**config.mk**
```make
export PLATFORM = sky130hd
export DESIGN_NAME = bmp_unpacker
export DESIGN_NICKNAME = d
export VERILOG_FILES = /design/src/rtl/bmp_pkg.sv /design/src/rtl/bmp_unpacker.sv
export SDC_FILE = /design/constraint.sdc
export NUM_CORES = 1
export LEC_CHECK = 0
export BUFFER_PORTS_ARGS = -buffer_cell sky130_fd_sc_hd__buf_4
export CORE_MARGIN = 8
export CORE_UTILIZATION = 54
export CTS_CLUSTER_DIAMETER = 80
export DETAILED_ROUTE_END_ITERATION = 12
export PLACE_DENSITY = 0.81
export SKIP_CTS_REPAIR_TIMING = 1
export SLEW_MARGIN = 30
export SYNTH_ARGS = -nofsm -noshare
export SYNTH_HDL_FRONTEND = slang
export SYNTH_SLANG_ARGS = --single-unit
```
**constraint.sdc**
```tcl
create_clock -name clk -period 10.6 [get_ports clk]
set_clock_uncertainty 0.2 [all_clocks]
set_input_delay 1.59 -clock clk [delete_from_list [all_inputs] [get_ports clk]]
set_output_delay 1.59 -clock clk [all_outputs]
set_load 0.005 [all_outputs]
```
**src/rtl/bmp_pkg.sv**
```systemverilog
// Shared constants, codes and inter-module structs of the bitmap pixel decoder.
// Depends on nothing; every other file but bmp_checker refers to it by scoped names.
`timescale 1ns / 1ps

package bmp_pkg;

    // Size limits
    localparam int MAX_WIDTH  = 4096;
    localparam int MAX_HEIGHT = 4096;
    localparam int PAL_DEPTH  = 256;

    localparam int PAL_AW  = (PAL_DEPTH > 1) ? $clog2(PAL_DEPTH) : 1;
    localparam int WCNT_W  = $clog2(MAX_WIDTH + 1);   // column count, holds MAX_WIDTH
    localparam int HCNT_W  = $clog2(MAX_HEIGHT + 1);  // clamped height
    localparam int ROW_W   = (MAX_HEIGHT > 1) ? $clog2(MAX_HEIGHT) : 1;
    localparam int BITS_W  = WCNT_W + 5;              // row bits, up to 24 * width
    localparam int RBC_W   = BITS_W - 2;              // row byte count and stride
    localparam int CFG_W   = 13;                      // widest register

    // Register indexes
    localparam logic [1:0] REG_IMAGE_WIDTH    = 2'd0;
    localparam logic [1:0] REG_IMAGE_HEIGHT   = 2'd1;
    localparam logic [1:0] REG_BITS_PER_PIXEL = 2'd2;

    // Word kinds on the input stream
    localparam logic OP_PALETTE = 1'b0;
    localparam logic OP_DATA    = 1'b1;

    // Status codes
    localparam logic STATUS_OK          = 1'b0;
    localparam logic STATUS_UNSUPPORTED = 1'b1;

    typedef enum logic [2:0] {
        DEPTH_1,
        DEPTH_4,
        DEPTH_8,
        DEPTH_24,
        DEPTH_BAD
    } depth_t;

    typedef struct packed {
        logic              en;
        logic [PAL_AW-1:0] addr;
        logic [23:0]       rgb;
    } pal_wr_t;

    typedef struct packed {
        logic              valid;
        logic              from_pal;   // color comes from the palette read
        logic              pal_black;  // index beyond the palette
        logic [PAL_AW-1:0] pal_addr;
        logic [23:0]       rgb;        // direct color {red, green, blue}
        logic [11:0]       column;
        logic [11:0]       row;
        logic              last;
        logic              done;
        logic              status;
    } pix_req_t;

endpackage

```
**src/rtl/bmp_unpacker.sv**
```systemverilog
// Config registers, row/column tracking and per-word pixel sequencing.
// Depends on bmp_pkg; feeds the palette and the output stage in the top level.
`timescale 1ns / 1ps

module bmp_unpacker
(
    input  logic                      clk,
    input  logic                      rst_n,
    input  logic                      cfg_we,
    input  logic [1:0]                cfg_index,
    input  logic [bmp_pkg::CFG_W-1:0] cfg_data,
    input  logic                      s_tvalid,
    output logic                      s_tready,
    input  logic [39:0]               s_tdata,
    input  logic                      s_tuser,
    input  logic                      adv,
    output bmp_pkg::pix_req_t         req,
    output bmp_pkg::pal_wr_t          pal_wr
);

    localparam int WC = bmp_pkg::WCNT_W;
    localparam int HC = bmp_pkg::HCNT_W;
    localparam int RW = bmp_pkg::ROW_W;
    localparam int BW = bmp_pkg::BITS_W;
    localparam int RB = bmp_pkg::RBC_W;

    // raw config
    logic [12:0] width_reg,  width_next;
    logic [12:0] height_reg, height_next;
    logic [5:0]  bpp_reg,    bpp_next;
    logic        cfg_hit;

    // derived config, always consistent with the raw registers
    logic [WC-1:0]     w_reg,      w_next;
    logic [HC-1:0]     h_reg,      h_next;
    bmp_pkg::depth_t   depth_reg,  depth_next;
    logic [RB-1:0]     stride_reg, stride_next;
    logic [RB-1:0]     pixb_reg,   pixb_next;
    logic [BW-1:0]     bits_n;
    logic [BW:0]       stride_sum;
    logic [BW:0]       pixb_sum;

    // held word
    logic        u_valid_reg;
    logic        u_op_reg;
    logic [7:0]  u_byte_reg;
    logic [7:0]  u_idx_reg;
    logic [23:0] u_rgb_reg;
    logic [2:0]  k_reg, k_next;

    // position
    logic [WC-1:0] col_reg,     col_next;
    logic [RW-1:0] row_reg,     row_next;
    logic [RB-1:0] rbc_reg,     rbc_next;
    logic [1:0]    phase_reg,   phase_next;
    logic [15:0]   partial_reg, partial_next;

    logic          in_px;
    logic [3:0]    ppb;
    logic          emit;
    logic          last_pix;
    logic          step_last;
    logic          bad;
    logic          work;
    logic [WC-1:0] col_inc;
    logic [RB-1:0] rbc_inc;
    logic [RW:0]   row_inc;
    logic [7:0]    pix_idx;
    logic          accept;

    // ---------------- configuration ----------------
    assign cfg_hit = cfg_we && (cfg_index == bmp_pkg::REG_IMAGE_WIDTH
                             || cfg_index == bmp_pkg::REG_IMAGE_HEIGHT
                             || cfg_index == bmp_pkg::REG_BITS_PER_PIXEL);

    always_comb
    begin
        width_next  = width_reg;
        height_next = height_reg;
        bpp_next    = bpp_reg;
        if (cfg_we)
        begin
            case (cfg_index)
                bmp_pkg::REG_IMAGE_WIDTH:    width_next  = cfg_data;
                bmp_pkg::REG_IMAGE_HEIGHT:   height_next = cfg_data;
                bmp_pkg::REG_BITS_PER_PIXEL: bpp_next    = cfg_data[5:0];
                default:                     ;
            endcase
        end
    end

    always_comb
    begin
        // width/height clamp: 0 acts as 1, beyond the limit as the limit
        if (width_next == 13'd0)
            w_next = WC'(1);
        else if ({1'b0, width_next} > 14'(bmp_pkg::MAX_WIDTH))
            w_next = WC'(bmp_pkg::MAX_WIDTH);
        else
            w_next = WC'(width_next);

        if (height_next == 13'd0)
            h_next = HC'(1);
        else if ({1'b0, height_next} > 14'(bmp_pkg::MAX_HEIGHT))
            h_next = HC'(bmp_pkg::MAX_HEIGHT);
        else
            h_next = HC'(height_next);

        case (bpp_next)
            6'd1:    depth_next = bmp_pkg::DEPTH_1;
            6'd4:    depth_next = bmp_pkg::DEPTH_4;
            6'd8:    depth_next = bmp_pkg::DEPTH_8;
            6'd24:   depth_next = bmp_pkg::DEPTH_24;
            default: depth_next = bmp_pkg::DEPTH_BAD;
        endcase

        case (depth_next)
            bmp_pkg::DEPTH_1:  bits_n = BW'(w_next);
            bmp_pkg::DEPTH_4:  bits_n = BW'(w_next) << 2;
            bmp_pkg::DEPTH_8:  bits_n = BW'(w_next) << 3;
            bmp_pkg::DEPTH_24: bits_n = (BW'(w_next) << 4) + (BW'(w_next) << 3);
            default:           bits_n = '0;
        endcase

        // stride rounds the row up to whole 32-bit words
        stride_sum  = {1'b0, bits_n} + (BW+1)'(31);
        stride_next = RB'(stride_sum >> 3) & ~RB'(3);
        pixb_sum    = {1'b0, bits_n} + (BW+1)'(7);
        pixb_next   = RB'(pixb_sum >> 3);
    end

    always_ff @(posedge clk or negedge rst_n)
    begin
        if (!rst_n)
        begin
            width_reg  <= 13'd1;
            height_reg <= 13'd1;
            bpp_reg    <= 6'd8;
            w_reg      <= WC'(1);
            h_reg      <= HC'(1);
            depth_reg  <= bmp_pkg::DEPTH_8;
            stride_reg <= RB'(4);
            pixb_reg   <= RB'(1);
        end
        else
        begin
            width_reg  <= width_next;
            height_reg <= height_next;
            bpp_reg    <= bpp_next;
            w_reg      <= w_next;
            h_reg      <= h_next;
            depth_reg  <= depth_next;
            stride_reg <= stride_next;
            pixb_reg   <= pixb_next;
        end
    end

    // ---------------- per-step decode ----------------
    assign bad     = (depth_reg == bmp_pkg::DEPTH_BAD);
    assign in_px   = (rbc_reg < pixb_reg);
    assign col_inc = col_reg + WC'(1);
    assign rbc_inc = rbc_reg + RB'(1);
    assign row_inc = {1'b0, row_reg} + (RW+1)'(1);

    always_comb
    begin
        case (depth_reg)
            bmp_pkg::DEPTH_1:  ppb = 4'd8;
            bmp_pkg::DEPTH_4:  ppb = 4'd2;
            bmp_pkg::DEPTH_8:  ppb = 4'd1;
            bmp_pkg::DEPTH_24: ppb = (phase_reg >= 2'd2) ? 4'd1 : 4'd0;
            default:           ppb = 4'd0;
        endcase

        case (depth_reg)
            bmp_pkg::DEPTH_1:  pix_idx = {7'd0, u_byte_reg[3'd7 - k_reg]};
            bmp_pkg::DEPTH_4:  pix_idx = k_reg[0] ? {4'd0, u_byte_reg[3:0]}
                                                  : {4'd0, u_byte_reg[7:4]};
            default:           pix_idx = u_byte_reg;
        endcase
    end

    assign emit      = in_px && (col_reg < w_reg) && ({1'b0, k_reg} < ppb);
    assign last_pix  = ({1'b0, k_reg} == ppb - 4'd1) || (col_inc >= w_reg);
    assign step_last = (u_op_reg == bmp_pkg::OP_PALETTE) || bad || !emit || last_pix;
    assign work      = adv && u_valid_reg && (u_op_reg == bmp_pkg::OP_DATA) && !bad;

    assign s_tready = !u_valid_reg || (adv && step_last);
    assign accept   = s_tvalid && s_tready;

    // ---------------- requests ----------------
    always_comb
    begin
        req           = '0;
        req.pal_addr  = pix_idx[bmp_pkg::PAL_AW-1:0];
        req.pal_black = ({1'b0, pix_idx} >= 9'(bmp_pkg::PAL_DEPTH));
        if (u_valid_reg && u_op_reg == bmp_pkg::OP_DATA)
        begin
            if (bad)
            begin
                req.valid  = 1'b1;
                req.last   = 1'b1;
                req.status = bmp_pkg::STATUS_UNSUPPORTED;
            end
            else if (emit)
            begin
                req.valid    = 1'b1;
                req.from_pal = (depth_reg != bmp_pkg::DEPTH_24);
                req.rgb      = {u_byte_reg, partial_reg};
                req.column   = 12'(col_reg);
                req.row      = 12'(h_reg - HC'(1) - HC'(row_reg));
                req.last     = last_pix;
                req.done     = (HC'(row_reg) == h_reg - HC'(1)) && (col_inc == w_reg);
                req.status   = bmp_pkg::STATUS_OK;
            end
        end
    end

    assign pal_wr.en   = adv && u_valid_reg && (u_op_reg == bmp_pkg::OP_PALETTE)
                      && ({1'b0, u_idx_reg} < 9'(bmp_pkg::PAL_DEPTH));
    assign pal_wr.addr = u_idx_reg[bmp_pkg::PAL_AW-1:0];
    assign pal_wr.rgb  = u_rgb_reg;

    // ---------------- position update ----------------
    always_comb
    begin
        col_next     = col_reg;
        row_next     = row_reg;
        rbc_next     = rbc_reg;
        phase_next   = phase_reg;
        partial_next = partial_reg;
        k_next       = k_reg;

        if (cfg_hit)
        begin
            col_next     = '0;
            row_next     = '0;
            rbc_next     = '0;
            phase_next   = 2'd0;
            partial_next = 16'd0;
        end
        else if (work)
        begin
            if (emit)
                col_next = col_inc;
            if (!step_last)
                k_next = k_reg + 3'd1;
            else
            begin
                k_next = 3'd0;
                if (in_px && depth_reg == bmp_pkg::DEPTH_24)
                begin
                    case (phase_reg)
                        2'd0:
                        begin
                            partial_next = {8'd0, u_byte_reg};
                            phase_next   = 2'd1;
                        end
                        2'd1:
                        begin
                            partial_next = {u_byte_reg, partial_reg[7:0]};
                            phase_next   = 2'd2;
                        end
                        default:
                        begin
                            partial_next = 16'd0;
                            phase_next   = 2'd0;
                        end
                    endcase
                end
                if (rbc_inc >= stride_reg)
                begin
                    rbc_next     = '0;
                    col_next     = '0;
                    phase_next   = 2'd0;
                    partial_next = 16'd0;
                    row_next     = ((RW+1)'(h_reg) <= row_inc) ? '0 : RW'(row_inc);
                end
                else
                    rbc_next = rbc_inc;
            end
        end
    end

    always_ff @(posedge clk or negedge rst_n)
    begin
        if (!rst_n)
        begin
            col_reg     <= '0;
            row_reg     <= '0;
            rbc_reg     <= '0;
            phase_reg   <= 2'd0;
            partial_reg <= 16'd0;
            k_reg       <= 3'd0;
            u_valid_reg <= 1'b0;
        end
        else
        begin
            col_reg     <= col_next;
            row_reg     <= row_next;
            rbc_reg     <= rbc_next;
            phase_reg   <= phase_next;
            partial_reg <= partial_next;
            k_reg       <= k_next;
            if (s_tready)
                u_valid_reg <= s_tvalid;
        end
    end

    always_ff @(posedge clk)
    begin
        if (accept)
        begin
            u_op_reg   <= s_tuser;
            u_idx_reg  <= s_tdata[7:0];
            u_rgb_reg  <= {s_tdata[15:8], s_tdata[23:16], s_tdata[31:24]};
            u_byte_reg <= s_tdata[39:32];
        end
    end

endmodule

```
* Yosys cells after proc, flatten, opt, wreduce, memory -nomap -nowiden *
Index checks and enable logic that the tools add are counted.

word-level totals
  word-level logic and storage cells = 154
  memory bits (read-only) = 0
  register bits after elaboration = 195
  bits in latches = 0
  memories kept = 0
  input bits = 61
  RAM bits = 0
  output and inout bits = 96

cells by class
  divide/modulo/power cells = 0
  equality and inequality tests = 19
  $mul = 0
  multiplexer cells = 55
  add/sub/neg operators = 11
  reduce and logical (&&, ||, !) cells = 37
  shift operators = 0
  order comparisons = 10
  bitwise logic cells = 2

operators by type and width
  kind                   count
  $mux 13                13
  $mux 16                9
  $mux 51                2
  $pmux 18 s4            1
  $mux 12                5
  $mux 48                1
  $pmux 16 s2            1
  $gt 13x13->1 const B   2
  $logic_not 13->1       2
  $add 18x3->19 const B  1
  $add 18x5->19 const B  1
  $add 17x16->18         1
  $add 16x1->16 const B  1
  $ge 16x16->1           1
  $lt 16x16->1           1
  $pmux 4 s4             1
  $pmux 8 s2             1
  $mux 2                 7
  $add 12x1->13 const B  1
  $add 13x1->13 const B  1
  $eq 12x13->1           1
  $eq 13x13->1           1
  $ge 13x13->1           1
  $le 13x13->1           1
  39 further kinds       77

* Depth between registers and ports, before layout *
  word-level depth = 11
  depth in mapped cells = 18
  mapped depth without buffers = 15

* Worst setup path before layout *
Ideal clock, no wire load.

  path type = input-to-reg
  start point = input port cfg_index[1]
  end point = register stride_reg[14]
  path buffers = 1
  required time = 10277 ps
  setup time = 123 ps
  arrival time = 5172 ps
  setup slack = 5106 ps
  stages = 16
  cell sequence = nor3b_4 -> buf_6 -> mux2i_1 -> inv_1 -> and2_1 -> ha_1 -> fa_1 -> a211oi_1 -> nor3b_1 -> o31a_1 -> o311ai_0 -> nand2b_1 -> xnor2_1 -> o21ai_1 -> nand4_1 -> xnor2_1

between the ends
  cells in the longest elaborated chain, start to end = 9
  elaborated cells between the ends (all ways) = 22
  classes of those cells = add/sub (2); order compare (1); eq/ne (8); mux (8); reduce/logical (3)

RTL lines
  what                    RTL line             RTL
  start: declaration      bmp_unpacker.sv:10   input logic [1:0] cfg_index,
  $logic_not 2->1 (*)     bmp_unpacker.sv:83   case (cfg_index)
  $mux 13 (*)             bmp_unpacker.sv:83
  $mux 13 (*)             bmp_unpacker.sv:81   if (cfg_we)
  net width_next[1]       bmp_unpacker.sv:28   logic [12:0] width_reg, width_next;
  $gt 13x13->1            bmp_unpacker.sv:97   else if ({1'b0, width_next} > 14'(bmp_pkg::MAX_WIDTH))
  $mux 13                 bmp_unpacker.sv:97
  $mux 13 (*)             bmp_unpacker.sv:95   if (width_next == 13'd0)
  net w_next[1]           bmp_unpacker.sv:34   logic [WC-1:0] w_reg, w_next;
  $add 17x16->18          bmp_unpacker.sv:121  bmp_pkg::DEPTH_24: bits_n = (BW'(w_next) << 4) + (BW'(w_next) << 3);
  $pmux 18 s4 (*)         bmp_unpacker.sv:117  case (depth_next)
  $add 18x5->19 (*)       bmp_unpacker.sv:126  stride_sum = {1'b0, bits_n} + (BW+1)'(31);
  net stride_sum[17]      bmp_unpacker.sv:40   logic [BW:0] stride_sum;
  end signal: assignment  bmp_unpacker.sv:153  stride_reg <= stride_next;
  end: declaration        bmp_unpacker.sv:37   logic [RB-1:0] stride_reg, stride_next;

The timed path passes the listed nets; every way through them passes the cells marked *.
A chain may end at the register's enable or synchronous reset.

* Worst setup path after layout *
  start point = register col_reg[0]
  end point = output port s_tready

between the ends
  cells in the longest elaborated chain, start to end = 8
  elaborated cells between the ends (all ways) = 11
  classes of those cells = add/sub (1); order compare (2); reduce/logical (8)

RTL lines
  what                                                                   RTL line             RTL
  start: declaration                                                     bmp_unpacker.sv:52   logic [WC-1:0] col_reg, col_next;
  start signal: assignment                                               bmp_unpacker.sv:299  col_reg <= col_next;
  parallel branches: the longest is 5 deep, another holds $add 13x1->13  n/a
  $logic_or 1x1->1 (*)                                                   bmp_unpacker.sv:185  assign step_last = (u_op_reg == bmp_pkg::OP_PALETTE) || bad || !emit || last_pix;
  $logic_and 1x1->1 (*)                                                  bmp_unpacker.sv:188  assign s_tready = !u_valid_reg || (adv && step_last);
  $logic_or 1x1->1 (*)                                                   bmp_unpacker.sv:188
  end: declaration                                                       bmp_unpacker.sv:13   output logic s_tready,

Mark *: on every way between the ends.

==> results by group <==
Yosys
  • Syn Area/Cell: between 9 and 10 um2
  • Synth area leader: dfrtp_1
  • EDFF count, synth: 41
  • Mapped Cells: 1258
  • Post-synth cell types: 85
  • Asr flop ratio synth: roughly 80%
  • Yosys top cell area share: 29.50%
  • Register area share after synthesis: 41.30%
  • Synth area leaders: dfrtp_1 (30%), ha_1 (10%), edfxtp_1 (10%), inv_1 (3.6%), xnor2_1 (3.2%)
  • Dominant synthesized flop cell: dfrtp_1
  • Flops & latches, synth: roughly 190
  • Mapped Area: between 10000 and 15000 um2
  • Ys Warns: 0

Global routing
  • Remaining Overflow, GRT: 0
  • Initial antenna violation count: 0
  • First-pass GRT wire length: between 50000 and 60000 um
  • Largest net degree at the start of global routing: just over 90
  • Vias in the first global route: just under 10000
  • Tot GR Track Use: between 20 and 25%

Critical path
  • Startpoint Class: register
  • Kind of critical path: register to output pin
  • CP max FO: 6
  • Crit path depth: 15
  • CP arrival: around 4600 ps
  • Register-to-register path setup slack: about 5400 ps
  • FF-to-FF Start: col_reg[0]$_DFFE_PN0N_
  • Worst reg-to-reg path cell count: 15
  • Worst path buffer plus inverter count: 1
  • Critical Path RT: 8810 ps
  • Worst path top cell family by delay: simple AND/OR/NAND/NOR gates
  • Sequence of cells on the critical path: ha_1, and3_1, and3_1, and3_1, nand3_1, xnor2_1, ha_1, a211oi_1, o21ai_0, o21ai_0, nand4_1, or2_2, nor2_1, o21ai_0, buf_4
  • Largest stage delay on the critical path: 490 ps
  • CP max stage cell: dfrtp_1
  • R2R Path End: rbc_reg[0]$_DFFE_PN0P_
  • Endpoint class of the critical path: output pin

Finish
  • Diodes inserted: 0
  • Commonest non-fill, non-tap cell in the layout: buf_4
  • Most frequent cells in the layout: buf_4 (162), dfrtp_1 (144), inv_1 (117)
  • Filler Cell Count: around 1800
  • Post-route non-filler standard cell count: 1704
  • Layout cells sized above 1: between 10% and 20%
  • Area grow syn2layout: 16.64%
  • Nets: around 1600
  • Largest register FFs: 24
  • Post-layout instance area: roughly 14000 um2
  • Core Util, Final: a little under two thirds

Clocking
  • CTS tree: done
  • Clk sinks: ~190
  • CTS H-tree depth: 4
  • Longest Clk Path Bufs: 2
  • Clock slew at reported path FFs: 80 ps
  • Root Buffer: clkbuf_16
  • Cts bufs inserted: 17
  • Worst skew pair latency: roughly 450 ps

Placed design
  • Buffers on Ports: between 150 and 200
  • Dpl ws: just over 4000 ps
  • HPWL after DPL: around 24000 um
  • Inst Count DP: around 1700
  • Routability Congestion: just over 0.9
  • Dpl cell area: approximately 14000 um2

Timing
  • Max Freq: 156.9 MHz
  • Slew @ Worst Pin: around 1000 ps
  • Fin crit period: 6375 ps
  • RSZ-0062 raised after global routing: no
  • Hold Fails Final Rpt: 0
  • Fin. max-slew vios: 0
  • Final critical-path share of the clock period: between 60 and 70%
  • Final setup vio count: 0
  • Slew margin rel.: between 30 and 40%
  • Setup TNS: 0 ps
  • Final Worst Setup Slack: 4225 ps

Floorplan
  • Die height: about 170 um
  • Die X: approximately 170 um
  • Cell Rows: 55
  • Die area: ~28000 um2
  • I/O Pins: between 150 and 200
  • CORE AREA: roughly 22000 um2
  • Initial cell density of the core: 54.45%

Power and ir drop
  • Power Density: between 150 and 200 nW/um2
  • Max VDD drop: 0.0001182 V
  • Pleak: ~6.8 nW

Route
  • DRT Wirelength: around 32000 um
  • Detailed Routing Iterations Pass 1: 7
  • Final ANT Viol Nets: 0
  • Vias per cell: approximately 5.9
  • Drt wl/cell: 18.66 um
  • Post-route DRC: 0
  • DR iter-0 viols: 752
  • Vias: 10040

Min path
  • Hold EP: bpp_reg[3]$_DFF_PN1_
  • Hold Path Depth: 2
  • Hold Crit Class: register to register
  • Min-delay src: bpp_reg[3]$_DFF_PN1_

Run
  • Max Cap Viol: 0

Run status
  • Outcome: finished, final reports clean
cells by family (layout without fill, tap and decap cells):
kind of cell | count (synthesis) | after routing | synth area share, %
other | 1 | 2 | 0.03070
adders and majority gates | 104 | 104 | 10.78
AOI/OAI and AO/OA | 250 | 250 | 14.26
buffers and inverters | 154 | 314 | 5.112
muxes | 55 | 55 | 5.009
and+or+nand+nor | 423 | 423 | 17.92
xor gates and xnor gates | 78 | 78 | 5.593
DFF | 193 | 193 | 41.30
worst register-to-register path, stage by stage, from the launching register on:
cell      delay [ps]
dfrtp_1          490
ha_1             350
and3_1           270
and3_1           260
and3_1           330
nand3_1          130
xnor2_1          270
ha_1             320
a211oi_1         210
o21ai_0          110
o21ai_0          230
nand4_1          230
nor2_1           220
a21o_1           720
a21oi_1          380
mux2_2           370
per-layer routing:
| metal | vias up | wire (um) | global-route usage [%] |
|---|---|---|---|
| li1 | 4802 | - | - |
| met1 | 4852 | 13980 | 29.31 |
| met2 | 343 | 15300 | 37.11 |
| met3 | 40 | 1798 | 4.207 |
| met4 | 0 | 717 | 7.599 |
| met5 | - | 0 | 0 |
worst max-delay path by stage:
stage / start / endpoint / slack, ps
floorplan: cfg_index[1] / stride_reg[14]$_DFF_PN0_ / 5110
global placement: cfg_index[1] / stride_reg[14]$_DFF_PN0_ / 4370
detailed placement: cfg_index[1] / stride_reg[14]$_DFF_PN0_ / 4150
CTS: depth_reg[2]$_DFF_PN0_ / req[1] / 4200
global route: col_reg[0]$_DFFE_PN0N_ / s_tready / 3910
finish: col_reg[0]$_DFFE_PN0N_ / s_tready / 4230
cell usage after synthesis (3+ instances only):
cell	instances
a211oi_1	15
a21boi_0	4
a21o_1	16
a21oi_1	52
a22o_1	10
a22oi_1	7
a311oi_1	4
a31oi_1	14
a41oi_1	3
and2_1	11
and3_1	54
and3b_1	3
buf_2	4
buf_4	4
clkbuf_1	24
dfrtp_1	144
dfstp_2	8
edfxtp_1	41
ha_1	102
inv_1	117
mux2_2	21
mux2i_1	30
nand2_1	95
nand2b_1	10
nand3_1	40
nand3b_1	4
nand4_1	29
nor2_1	96
nor2b_1	16
nor3_1	25
nor3b_1	5
nor4_1	11
o211ai_1	4
o21a_1	10
o21ai_0	45
o21bai_1	3
o22ai_1	15
o2bb2ai_1	9
o31a_1	3
o31ai_1	6
or2_2	6
or4_1	4
xnor2_1	45
xor2_1	33
per-stage QoR:
| stage | hold slack (ps) | power (mW) |
|---|---|---|
| floorplan | 251.4 | 1.475 |
| global placement | 264.7 | 1.687 |
| detailed placement | 268.3 | 1.706 |
| CTS | 280.7 | 2.382 |
| global route | 309.8 | 2.509 |
| finish | 278.1 | 2.377 |
report_power, final:
part / total [mW] / leakage, nW / switching, mW / internal [mW]
combinational: 0.801 / 4.12 / 0.479 / 0.323
sequential: 0.904 / 2.38 / 0.0672 / 0.837
clock: 0.672 / 0.298 / 0.345 / 0.327
total: 2.38 / 6.81 / 0.891 / 1.49
layout make-up:
cell class                 count  area (um2)  share of cell area, %
clock buffer                  17       425.4                  2.986
clock inverter                15       192.7                  1.353
inverter                     119       446.7                  3.135
sequential                   193        5045                  35.41
tap                          285       356.6                  2.503
timing repair buffer         163        1227                  8.616
multi-input combinational    912        6553                  45.99
Note: power is estimated with default switching activity, not from simulation.
